$ cat src/rtl/srw_pkg.sv
// ----------------------------------------------------------------------------
// srw_pkg
// Shared constants, types and helpers of the sequence reorder window.
// ----------------------------------------------------------------------------
package srw_pkg;

  // window depth and stored tag width
  localparam int WINDOW      = 32;
  localparam int TAG_BITS    = 16;

  // fixed field widths
  localparam int SEQ_BITS    = 8;
  localparam int HANDLE_BITS = 16;
  localparam int CNT_BITS    = $clog2(WINDOW + 1);
  localparam int SEQ_SPAN    = 1 << SEQ_BITS;

  // distance behind the head above which a number becomes the new head
  localparam logic [SEQ_BITS:0] BEHIND_LIMIT = (SEQ_BITS + 1)'(SEQ_SPAN - WINDOW);

  typedef logic [SEQ_BITS-1:0]    seq_t;
  typedef logic [TAG_BITS-1:0]    tag_t;
  typedef logic [HANDLE_BITS-1:0] handle_t;
  typedef logic [CNT_BITS-1:0]    cnt_t;

  // command codes
  localparam logic CMD_INSERT = 1'b0;
  localparam logic CMD_POP    = 1'b1;

  // result status codes
  typedef enum logic [1:0] {
    STS_OK    = 2'd0,
    STS_DUP   = 2'd1,
    STS_FULL  = 2'd2,
    STS_EMPTY = 2'd3
  } status_t;

  // per-cell operation
  typedef enum logic [1:0] {
    OP_HOLD   = 2'd0,
    OP_INSERT = 2'd1,
    OP_POP    = 2'd2
  } cell_op_t;

  // broadcast control to every cell
  typedef struct packed {
    cell_op_t op;
    logic     front;     // new number goes ahead of every entry
    seq_t     key;       // number looked up for a match
    seq_t     head;      // number of the oldest entry
    seq_t     dist_ref;  // distance of the new number from the head
    seq_t     new_seq;
    tag_t     new_tag;
  } cell_ctl_t;

  // contents handed between neighbor cells
  typedef struct packed {
    logic used;
    seq_t seq;
    tag_t tag;
  } cell_data_t;

  // handle port to stored tag
  function automatic tag_t tag_from_handle(handle_t h);
    logic [31:0] w;
    w = 32'(h);
    return w[TAG_BITS-1:0];
  endfunction

  // stored tag to handle port
  function automatic handle_t handle_from_tag(tag_t t);
    logic [31:0] w;
    w = 32'(t);
    return w[HANDLE_BITS-1:0];
  endfunction

endpackage

$ cat src/rtl/srw_cell.sv
// ----------------------------------------------------------------------------
// srw_cell
// One slot of the sorted row: holds an entry, matches a key, and takes its
// next entry from itself, its left neighbor, its right neighbor or the input.
// ----------------------------------------------------------------------------
module srw_cell (
  input  logic                   clk,
  input  logic                   rst,
  input  srw_pkg::cell_ctl_t     ctl,
  input  srw_pkg::cell_data_t    left,
  input  srw_pkg::cell_data_t    right,
  input  logic                   left_sfx,
  input  logic                   right_sfx,
  output srw_pkg::cell_data_t    data,
  output logic                   match,
  output logic                   sfx
);

  srw_pkg::seq_t gap;
  logic          le;

  // serial distance from the head and ordering flag
  assign gap   = data.seq - ctl.head;
  assign le    = data.used && (gap <= ctl.dist_ref);
  // some entry at or right of this cell stays ahead of the new number
  assign sfx   = !ctl.front && (le || right_sfx);
  assign match = data.used && (data.seq == ctl.key);

  // entry register, used flag cleared on reset
  always_ff @(posedge clk) begin
    if (rst) begin
      data.used <= 1'b0;
    end else begin
      case (ctl.op)
        srw_pkg::OP_INSERT: begin
          if (!left_sfx) begin
            data <= left;
          end else if (!sfx) begin
            data.used <= 1'b1;
            data.seq  <= ctl.new_seq;
            data.tag  <= ctl.new_tag;
          end
        end
        srw_pkg::OP_POP: begin
          data <= right;
        end
        default: begin
        end
      endcase
    end
  end

endmodule

$ cat src/rtl/srw_chain.sv
// ----------------------------------------------------------------------------
// srw_chain
// Row of cells kept in serial order, oldest entry in cell zero.
// ----------------------------------------------------------------------------
module srw_chain (
  input  logic                        clk,
  input  logic                        rst,
  input  srw_pkg::cell_ctl_t          ctl,
  output logic                        any_match,
  output srw_pkg::seq_t               head_seq,
  output srw_pkg::tag_t               head_tag,
  output logic [srw_pkg::WINDOW-1:0]  used
);

  srw_pkg::cell_data_t             cdata [srw_pkg::WINDOW];
  srw_pkg::cell_data_t             edge_data;
  logic [srw_pkg::WINDOW-1:0]      match_v;
  logic [srw_pkg::WINDOW-1:0]      sfx_v;

  // empty slot seen beyond either end
  assign edge_data = '{used: 1'b0, seq: '0, tag: '0};

  for (genvar i = 0; i < srw_pkg::WINDOW; i++) begin : g_cell
    srw_pkg::cell_data_t l_data;
    srw_pkg::cell_data_t r_data;
    logic                l_sfx;
    logic                r_sfx;

    // neighbor hookup
    if (i == 0) begin : g_first
      assign l_data = edge_data;
      assign l_sfx  = 1'b1;
    end else begin : g_mid_l
      assign l_data = cdata[i-1];
      assign l_sfx  = sfx_v[i-1];
    end
    if (i == srw_pkg::WINDOW - 1) begin : g_last
      assign r_data = edge_data;
      assign r_sfx  = 1'b0;
    end else begin : g_mid_r
      assign r_data = cdata[i+1];
      assign r_sfx  = sfx_v[i+1];
    end

    srw_cell u_cell (
      .clk       (clk),
      .rst       (rst),
      .ctl       (ctl),
      .left      (l_data),
      .right     (r_data),
      .left_sfx  (l_sfx),
      .right_sfx (r_sfx),
      .data      (cdata[i]),
      .match     (match_v[i]),
      .sfx       (sfx_v[i])
    );

    assign used[i] = cdata[i].used;
  end

  // row summary
  assign any_match = |match_v;
  assign head_seq  = cdata[0].seq;
  assign head_tag  = cdata[0].tag;

endmodule

$ cat src/rtl/sequence_reorder_window.sv
// ----------------------------------------------------------------------------
// sequence_reorder_window
// Receive-side reorder buffer for 8-bit wrapping sequence numbers.
// ----------------------------------------------------------------------------
// Holds up to 32 entries (number and packet tag) in a row of cells kept in
// serial order modulo 256, oldest entry in the first cell. An insert moves the
// row in the cycle it is accepted; a pop shifts every cell toward the head in
// the same way. A pop or a dropped insert goes straight to the done state.
// An accepted insert first passes the stored numbers that the next expected
// number steps over, then goes to the done state: the scan tests one number
// per cycle against all cells at once. From the done state the result word
// is loaded into an output register once that is free; there it waits, and
// the next word is accepted meanwhile. No clearing pass follows reset.
// ----------------------------------------------------------------------------
module sequence_reorder_window (
  input  logic        clk,
  input  logic        rst,
  // request channel
  input  logic        req_valid,
  output logic        req_ready,
  input  logic        cmd,
  input  logic [7:0]  seqnum,
  input  logic [15:0] handle,
  // result channel
  output logic        rsp_valid,
  input  logic        rsp_ready,
  output logic [1:0]  status,
  output logic        out_valid,
  output logic [7:0]  out_seqnum,
  output logic [15:0] out_handle,
  output logic [5:0]  stored_count,
  output logic [5:0]  window_free,
  output logic        first_valid,
  output logic [7:0]  first_seqnum,
  output logic [7:0]  next_expected
);

  typedef enum logic [2:0] {
    ST_IDLE = 3'b001,
    ST_ADV  = 3'b010,
    ST_DONE = 3'b100
  } state_t;

  state_t                       state;
  state_t                       state_next;
  srw_pkg::cnt_t                count;
  srw_pkg::seq_t                expected;
  srw_pkg::status_t             pend_status;
  logic                         pend_ov;
  srw_pkg::seq_t                pend_seq;
  srw_pkg::tag_t                pend_tag;

  srw_pkg::cell_ctl_t           ctl;
  logic                         any_match;
  srw_pkg::seq_t                head_seq;
  srw_pkg::tag_t                head_tag;
  logic [srw_pkg::WINDOW-1:0]   used;

  logic                         req_fire;
  logic                         is_insert;
  logic                         empty;
  logic                         full;
  logic                         ins_ok;
  logic                         pop_ok;
  logic                         rsp_load;
  srw_pkg::seq_t                dist_in;
  srw_pkg::status_t             status_now;

  // request decode
  assign req_ready = (state == ST_IDLE);
  assign req_fire  = req_valid && req_ready;
  assign is_insert = (cmd == srw_pkg::CMD_INSERT);
  assign empty     = (count == '0);
  assign full      = (count == srw_pkg::CNT_BITS'(srw_pkg::WINDOW));
  assign dist_in   = seqnum - head_seq;
  assign ins_ok    = req_fire && is_insert && !any_match && !full;
  assign pop_ok    = req_fire && !is_insert && !empty;

  // status of the accepted word
  always_comb begin
    if (is_insert) begin
      if (any_match) begin
        status_now = srw_pkg::STS_DUP;
      end else if (full) begin
        status_now = srw_pkg::STS_FULL;
      end else begin
        status_now = srw_pkg::STS_OK;
      end
    end else if (empty) begin
      status_now = srw_pkg::STS_EMPTY;
    end else begin
      status_now = srw_pkg::STS_OK;
    end
  end

  // cell row control
  always_comb begin
    ctl.op       = ins_ok ? srw_pkg::OP_INSERT : (pop_ok ? srw_pkg::OP_POP : srw_pkg::OP_HOLD);
    ctl.front    = empty || ({1'b0, dist_in} > srw_pkg::BEHIND_LIMIT);
    ctl.key      = (state == ST_ADV) ? expected : seqnum;
    ctl.head     = head_seq;
    ctl.dist_ref = dist_in;
    ctl.new_seq  = seqnum;
    ctl.new_tag  = srw_pkg::tag_from_handle(handle);
  end

  srw_chain u_chain (
    .clk       (clk),
    .rst       (rst),
    .ctl       (ctl),
    .any_match (any_match),
    .head_seq  (head_seq),
    .head_tag  (head_tag),
    .used      (used)
  );

  // sequencer
  always_comb begin
    state_next = state;
    case (state)
      ST_IDLE: begin
        if (req_fire) begin
          state_next = ins_ok ? ST_ADV : ST_DONE;
        end
      end
      ST_ADV: begin
        if (!any_match) begin
          state_next = ST_DONE;
        end
      end
      ST_DONE: begin
        if (rsp_load) begin
          state_next = ST_IDLE;
        end
      end
      default: begin
        state_next = ST_IDLE;
      end
    endcase
  end

  assign rsp_load = (state == ST_DONE) && (!rsp_valid || rsp_ready);

  // control registers
  always_ff @(posedge clk) begin
    if (rst) begin
      state     <= ST_IDLE;
      count     <= '0;
      expected  <= '0;
      rsp_valid <= 1'b0;
    end else begin
      state <= state_next;
      if (ins_ok) begin
        count <= count + 1'b1;
      end else if (pop_ok) begin
        count <= count - 1'b1;
      end
      if ((state == ST_ADV) && any_match) begin
        expected <= expected + 1'b1;
      end
      if (rsp_load) begin
        rsp_valid <= 1'b1;
      end else if (rsp_ready) begin
        rsp_valid <= 1'b0;
      end
    end
  end

  // pending result of the accepted word
  always_ff @(posedge clk) begin
    if (req_fire) begin
      pend_status <= status_now;
      pend_ov     <= pop_ok;
      pend_seq    <= pop_ok ? head_seq : '0;
      pend_tag    <= pop_ok ? head_tag : '0;
    end
  end

  // result word register
  always_ff @(posedge clk) begin
    if (rsp_load) begin
      status        <= pend_status;
      out_valid     <= pend_ov;
      out_seqnum    <= pend_seq;
      out_handle    <= srw_pkg::handle_from_tag(pend_tag);
      stored_count  <= 6'(count);
      window_free   <= 6'(srw_pkg::CNT_BITS'(srw_pkg::WINDOW) - count);
      first_valid   <= !empty;
      first_seqnum  <= empty ? '0 : head_seq;
      next_expected <= expected;
    end
  end

  // count never passes the window
  a_count_bound: assert property (@(posedge clk) disable iff (rst)
    count <= srw_pkg::CNT_BITS'(srw_pkg::WINDOW))
    else $error("entry count beyond window");

  // used cells agree with the count
  a_used_count: assert property (@(posedge clk) disable iff (rst)
    $countones(used) == int'(count))
    else $error("used cells disagree with entry count");

  // an insert that is kept adds exactly one entry
  a_insert_grows: assert property (@(posedge clk) disable iff (rst)
    ins_ok |=> (count == $past(count) + 1'b1) && (state == ST_ADV))
    else $error("insert did not add one entry");

  // a pop on a nonempty row removes exactly one entry
  a_pop_shrinks: assert property (@(posedge clk) disable iff (rst)
    pop_ok |=> (count == $past(count) - 1'b1) && (state == ST_DONE))
    else $error("pop did not remove one entry");

endmodule
$ cat config.mk
export PLATFORM = sky130hd
export DESIGN_NAME = sequence_reorder_window
export DESIGN_NICKNAME = d
export VERILOG_FILES = /design/src/rtl/srw_pkg.sv /design/src/rtl/srw_cell.sv /design/src/rtl/srw_chain.sv /design/src/rtl/sequence_reorder_window.sv
export SDC_FILE = /design/constraint.sdc
export NUM_CORES = 2
export LEC_CHECK = 0
export ABC_AREA = 1
export BUFFER_PORTS_ARGS = -buffer_cell sky130_fd_sc_hd__buf_4
export CAP_MARGIN = 10
export CELL_PAD_IN_SITES_DETAIL_PLACEMENT = 0
export CELL_PAD_IN_SITES_GLOBAL_PLACEMENT = 1
export CORE_ASPECT_RATIO = 1.4
export CORE_UTILIZATION = 44
export CTS_BUF_LIST = sky130_fd_sc_hd__clkbuf_16
export DETAILED_ROUTE_END_ITERATION = 6
export PLACE_DENSITY_LB_ADDON = 0.3
export SLEW_MARGIN = 10
export SYNTH_ARGS = -nofsm -noshare
export SYNTH_HDL_FRONTEND = slang
export SYNTH_SLANG_ARGS = --single-unit
export TNS_END_PERCENT = 10
$ cat constraint.sdc
create_clock -name clk -period 16.35 [get_ports clk]
set_input_delay 4.905 -clock clk [delete_from_list [all_inputs] [get_ports clk]]
set_output_delay 4.905 -clock clk [all_outputs]
set_load 0.01 [all_outputs]
==> flow_metrics.tcl <==
set metrics [dict create \
    drive_above_1_share_pct 6.29 \
    relSlewSlack_pct 3.91 \
    rr_endpoint "u_chain.g_cell[3].u_cell.data[11]" \
    ys_ff_latch 900 \
    overflow 0 \
    die_h_um 445 \
    drtAntennaViolNets 0 \
    finalHoldViolCount 0 \
    finalSetupViolCount 0 \
    routed_wl_mm 234 \
    wire_per_inst_um 26.0 \
    dieArea_um2 141000 \
    syn2layout_area_growth_pct 8.91 \
    synth-edff-count 850 \
    grt_pass1_wl_mm 340 \
    syn_area_um2 61600 \
    violations "DRC" \
    initial_core_util_pct 44.3 \
    status "finished, violations left" \
    period_needed_ns 13.06 \
    grt_use_total_pct 32.3 \
    synth_top_area_share_pct 41.5 \
    vias 54400 \
    critPathBufInv 6 \
    fin_skew_ns 0.0336 \
    synth_xor_area_share_pct 4.89 \
    clk_latency_ns 0.75 \
    antenna_cells 0 \
    cts.repair.resized 0 \
    async_flop_share_pct 0 \
    drt_iter0_markers 5555 \
    fill_cells 13600 \
    worstSetupPathType "input pin to flip-flop" \
    drt-pass1-iter-count 7 \
    cts-htree-levels 3 \
    fp.coreArea_um2 139000 \
    first_global_vias 53200 \
    cts_buffers 96 \
    cts_tree "built" \
    cts_hold_buf 0 \
    gp_congestion 0.959 \
    nets 7597 \
    io_buffers 86 \
    drv_cap 0 \
    ff2ff_setup_slack_ns 6.82 \
    slew_viol_final 0 \
    slowest_delay_ns 0.75 \
    clockRootBuffer "clkbuf_16" \
    crit_arrival_ns 13.43 \
    avgSynthCellArea_um2 8.49 \
    crit_required_ns 16.72 \
    synth_top_area_cell "edfxtp_1" \
    regArea_um2 26500 \
    clk_pin_slew_ns 0.06 \
    multi_input_area_um2 30300 \
    yosys_warnings 0 \
    synth-compound-area-share_pct 21.4 \
    fmax_mhz 76.6 \
    syn_inst 7249 \
    holdPathEnd "out_handle[8]" \
    setup_tns_ns 0 \
    ys_top_cells_by_area "edfxtp_1 (41%), o21ai_0 (8.9%), ha_1 (8.6%), nand2_1 (7.5%), inv_1 (5.2%)" \
    cp-start-kind "input pin" \
    muxShareOfSynthArea_pct 0 \
    synth_top_family_by_area "compound AO/OA/AOI/OAI gates" \
    syn-num-nets 7736 \
    hold_path.class "flip-flop to flip-flop" \
    cp_max_fo 51 \
    synthAdderAreaFrac_pct 9.71 \
    cp_slowest_cell "nand2_2" \
    fin_crit_sh_pct 79.9 \
    synth_ff_type "edfxtp_1" \
    hold_start "pend_tag[8]" \
    tightest_slew_ns 1.40 \
    reg2reg_depth 32 \
    die_w_um 318 \
    cts_setup_buffers 0 \
    num_io_pins 87 \
    post-route-drc-count 1 \
    crit_family "simple AND/OR/NAND/NOR gates" \
    rsz0062_at_grt "false" \
    cts.sinks 900 \
    synthSimpleGateAreaFrac_pct 12.6 \
    endpoint_kind "flip-flop" \
    antenna_found_initial 4 \
    yosysSeqAreaShare_pct 43.1 \
    rows 162 \
    clk_path_buf_depth 3 \
    post_drt_via_cell_ratio 6.05 \
    synth.distinct_cells 66 \
    dp_hpwl_mm 160 \
    min_path_cells 0 \
    grt_max_degree 246 \
    reg2reg_from "u_chain.g_cell[0].u_cell.data[20]" \
]
==> Yosys cell counts (5+ instances only) <==
| cell type | instances |
|---|---|
| and3_1 | 7 |
| o21bai_1 | 38 |
| a221oi_1 | 31 |
| clkinv_1 | 22 |
| xnor2_1 | 94 |
| inv_2 | 7 |
| nand4_1 | 37 |
| nand3b_1 | 12 |
| o21a_1 | 13 |
| buf_1 | 35 |
| clkbuf_1 | 377 |
| edfxtp_1 | 850 |
| buf_2 | 35 |
| o41ai_1 | 5 |
| o22ai_1 | 145 |
| a211oi_1 | 10 |
| fa_1 | 33 |
| nand3_2 | 5 |
| nor3_1 | 19 |
| a2111oi_0 | 23 |
| nor2_1 | 327 |
| dfxtp_1 | 50 |
| xor2_1 | 250 |
| o211ai_1 | 230 |
| inv_1 | 845 |
| nor4b_1 | 7 |
| o21ai_0 | 1092 |
| o2111ai_1 | 27 |
| ha_1 | 425 |
| nor4_1 | 13 |
| a21o_1 | 27 |
| nand3_1 | 178 |
| a21oi_1 | 548 |
| a31oi_1 | 69 |
| nand2_1 | 1234 |
| o21ai_1 | 61 |
==> logic make-up (layout without fill, tap and decap cells) <==
group / after synthesis / in the layout
AOI/OAI and AO/OA: 2339 / 2339
xor gates and xnor gates: 344 / 344
adders and majority gates: 458 / 458
buffers and inverters: 1329 / 1270
DFF: 900 / 900
and+or+nand+nor: 1879 / 1879
==> worst max-delay path by stage <==
stage	startpoint	end	slack, ns	cells after the start
finish	seqnum[1]	u_chain.g_cell[3].u_cell.data[11]	3.29	34
global route	seqnum[0]	u_chain.g_cell[3].u_cell.data[3]	2.84	34
CTS	seqnum[0]	u_chain.g_cell[3].u_cell.data[10]	3.16	34
detailed placement	seqnum[0]	u_chain.g_cell[3].u_cell.data[1]	2.38	34
global placement	seqnum[0]	u_chain.g_cell[3].u_cell.data[0]	2.51	34
floorplan	seqnum[0]	u_chain.g_cell[1].u_cell.data[0]	4.50	34
==> sequential cells by signal, summed over array words and instances, names as in the netlist, 2 cells and up <==
register                    cells
pend_status                     2
pend_seq                        8
stored_count                    6
count                           6
next_expected                   8
u_chain.g_cell.u_cell.data    800
state                           3
pend_tag                       16
out_handle                     16
expected                        8
first_seqnum                    8
out_seqnum                      8
window_free                     5
status                          2
==> per-layer routing <==
layer | routed length [µm] | part of all wire [%] | vias to the layer above | global-route usage (%)
met5 | 70 | 0.030 | - | 0.205
met4 | 17400 | 7.4 | 6 | 21.4
met3 | 14700 | 6.3 | 735 | 3.77
met2 | 114000 | 49 | 2284 | 56.2
met1 | 87300 | 37 | 26300 | 37.4
li1 | - | - | 25000 | -
==> through the flow <==
stage	hold slack (ns)	std cells	util [%]	setup slack, ns	cell area [µm²]
after global placement	0.402	8816	46.1	2.51	64000
final	0.424	8994	48.2	3.29	67000
after floorplan	0.400	7249	-	4.50	61600
after global routing	0.433	8994	48.2	2.84	67000
after detailed placement	0.405	8816	46.1	2.38	64000
after CTS	0.426	8994	48.2	3.16	67000
==> placed cells by master, fill, tap and decap left out, drive strengths merged, types with 39 or more instances in the layout <==
master  instances
o21ai        1154
a21oi         549
o211ai        230
a31oi          69
nand3         183
xor2          250
nand4          44
dfxtp          50
o21bai         39
clkinv         63
nand2        1239
clkbuf         97
edfxtp        850
nor2          335
ha            425
o22ai         145
xnor2          94
buf           218
inv           886
==> cell type report <==
class                           count  share of cell area (%)
Multi-Input combinational cell   5020                    45.2
Sequential cell                   900                    39.6
Inverter                          874                    4.91
Clock buffer                       97                    3.62
Tap cell                         1804                    3.37
Timing Repair Buffer              218                    2.50
Clock inverter                     81                   0.844
Power is not shown: default switching activity piles up to over one toggle a cycle in this logic, so the estimate is an artifact.
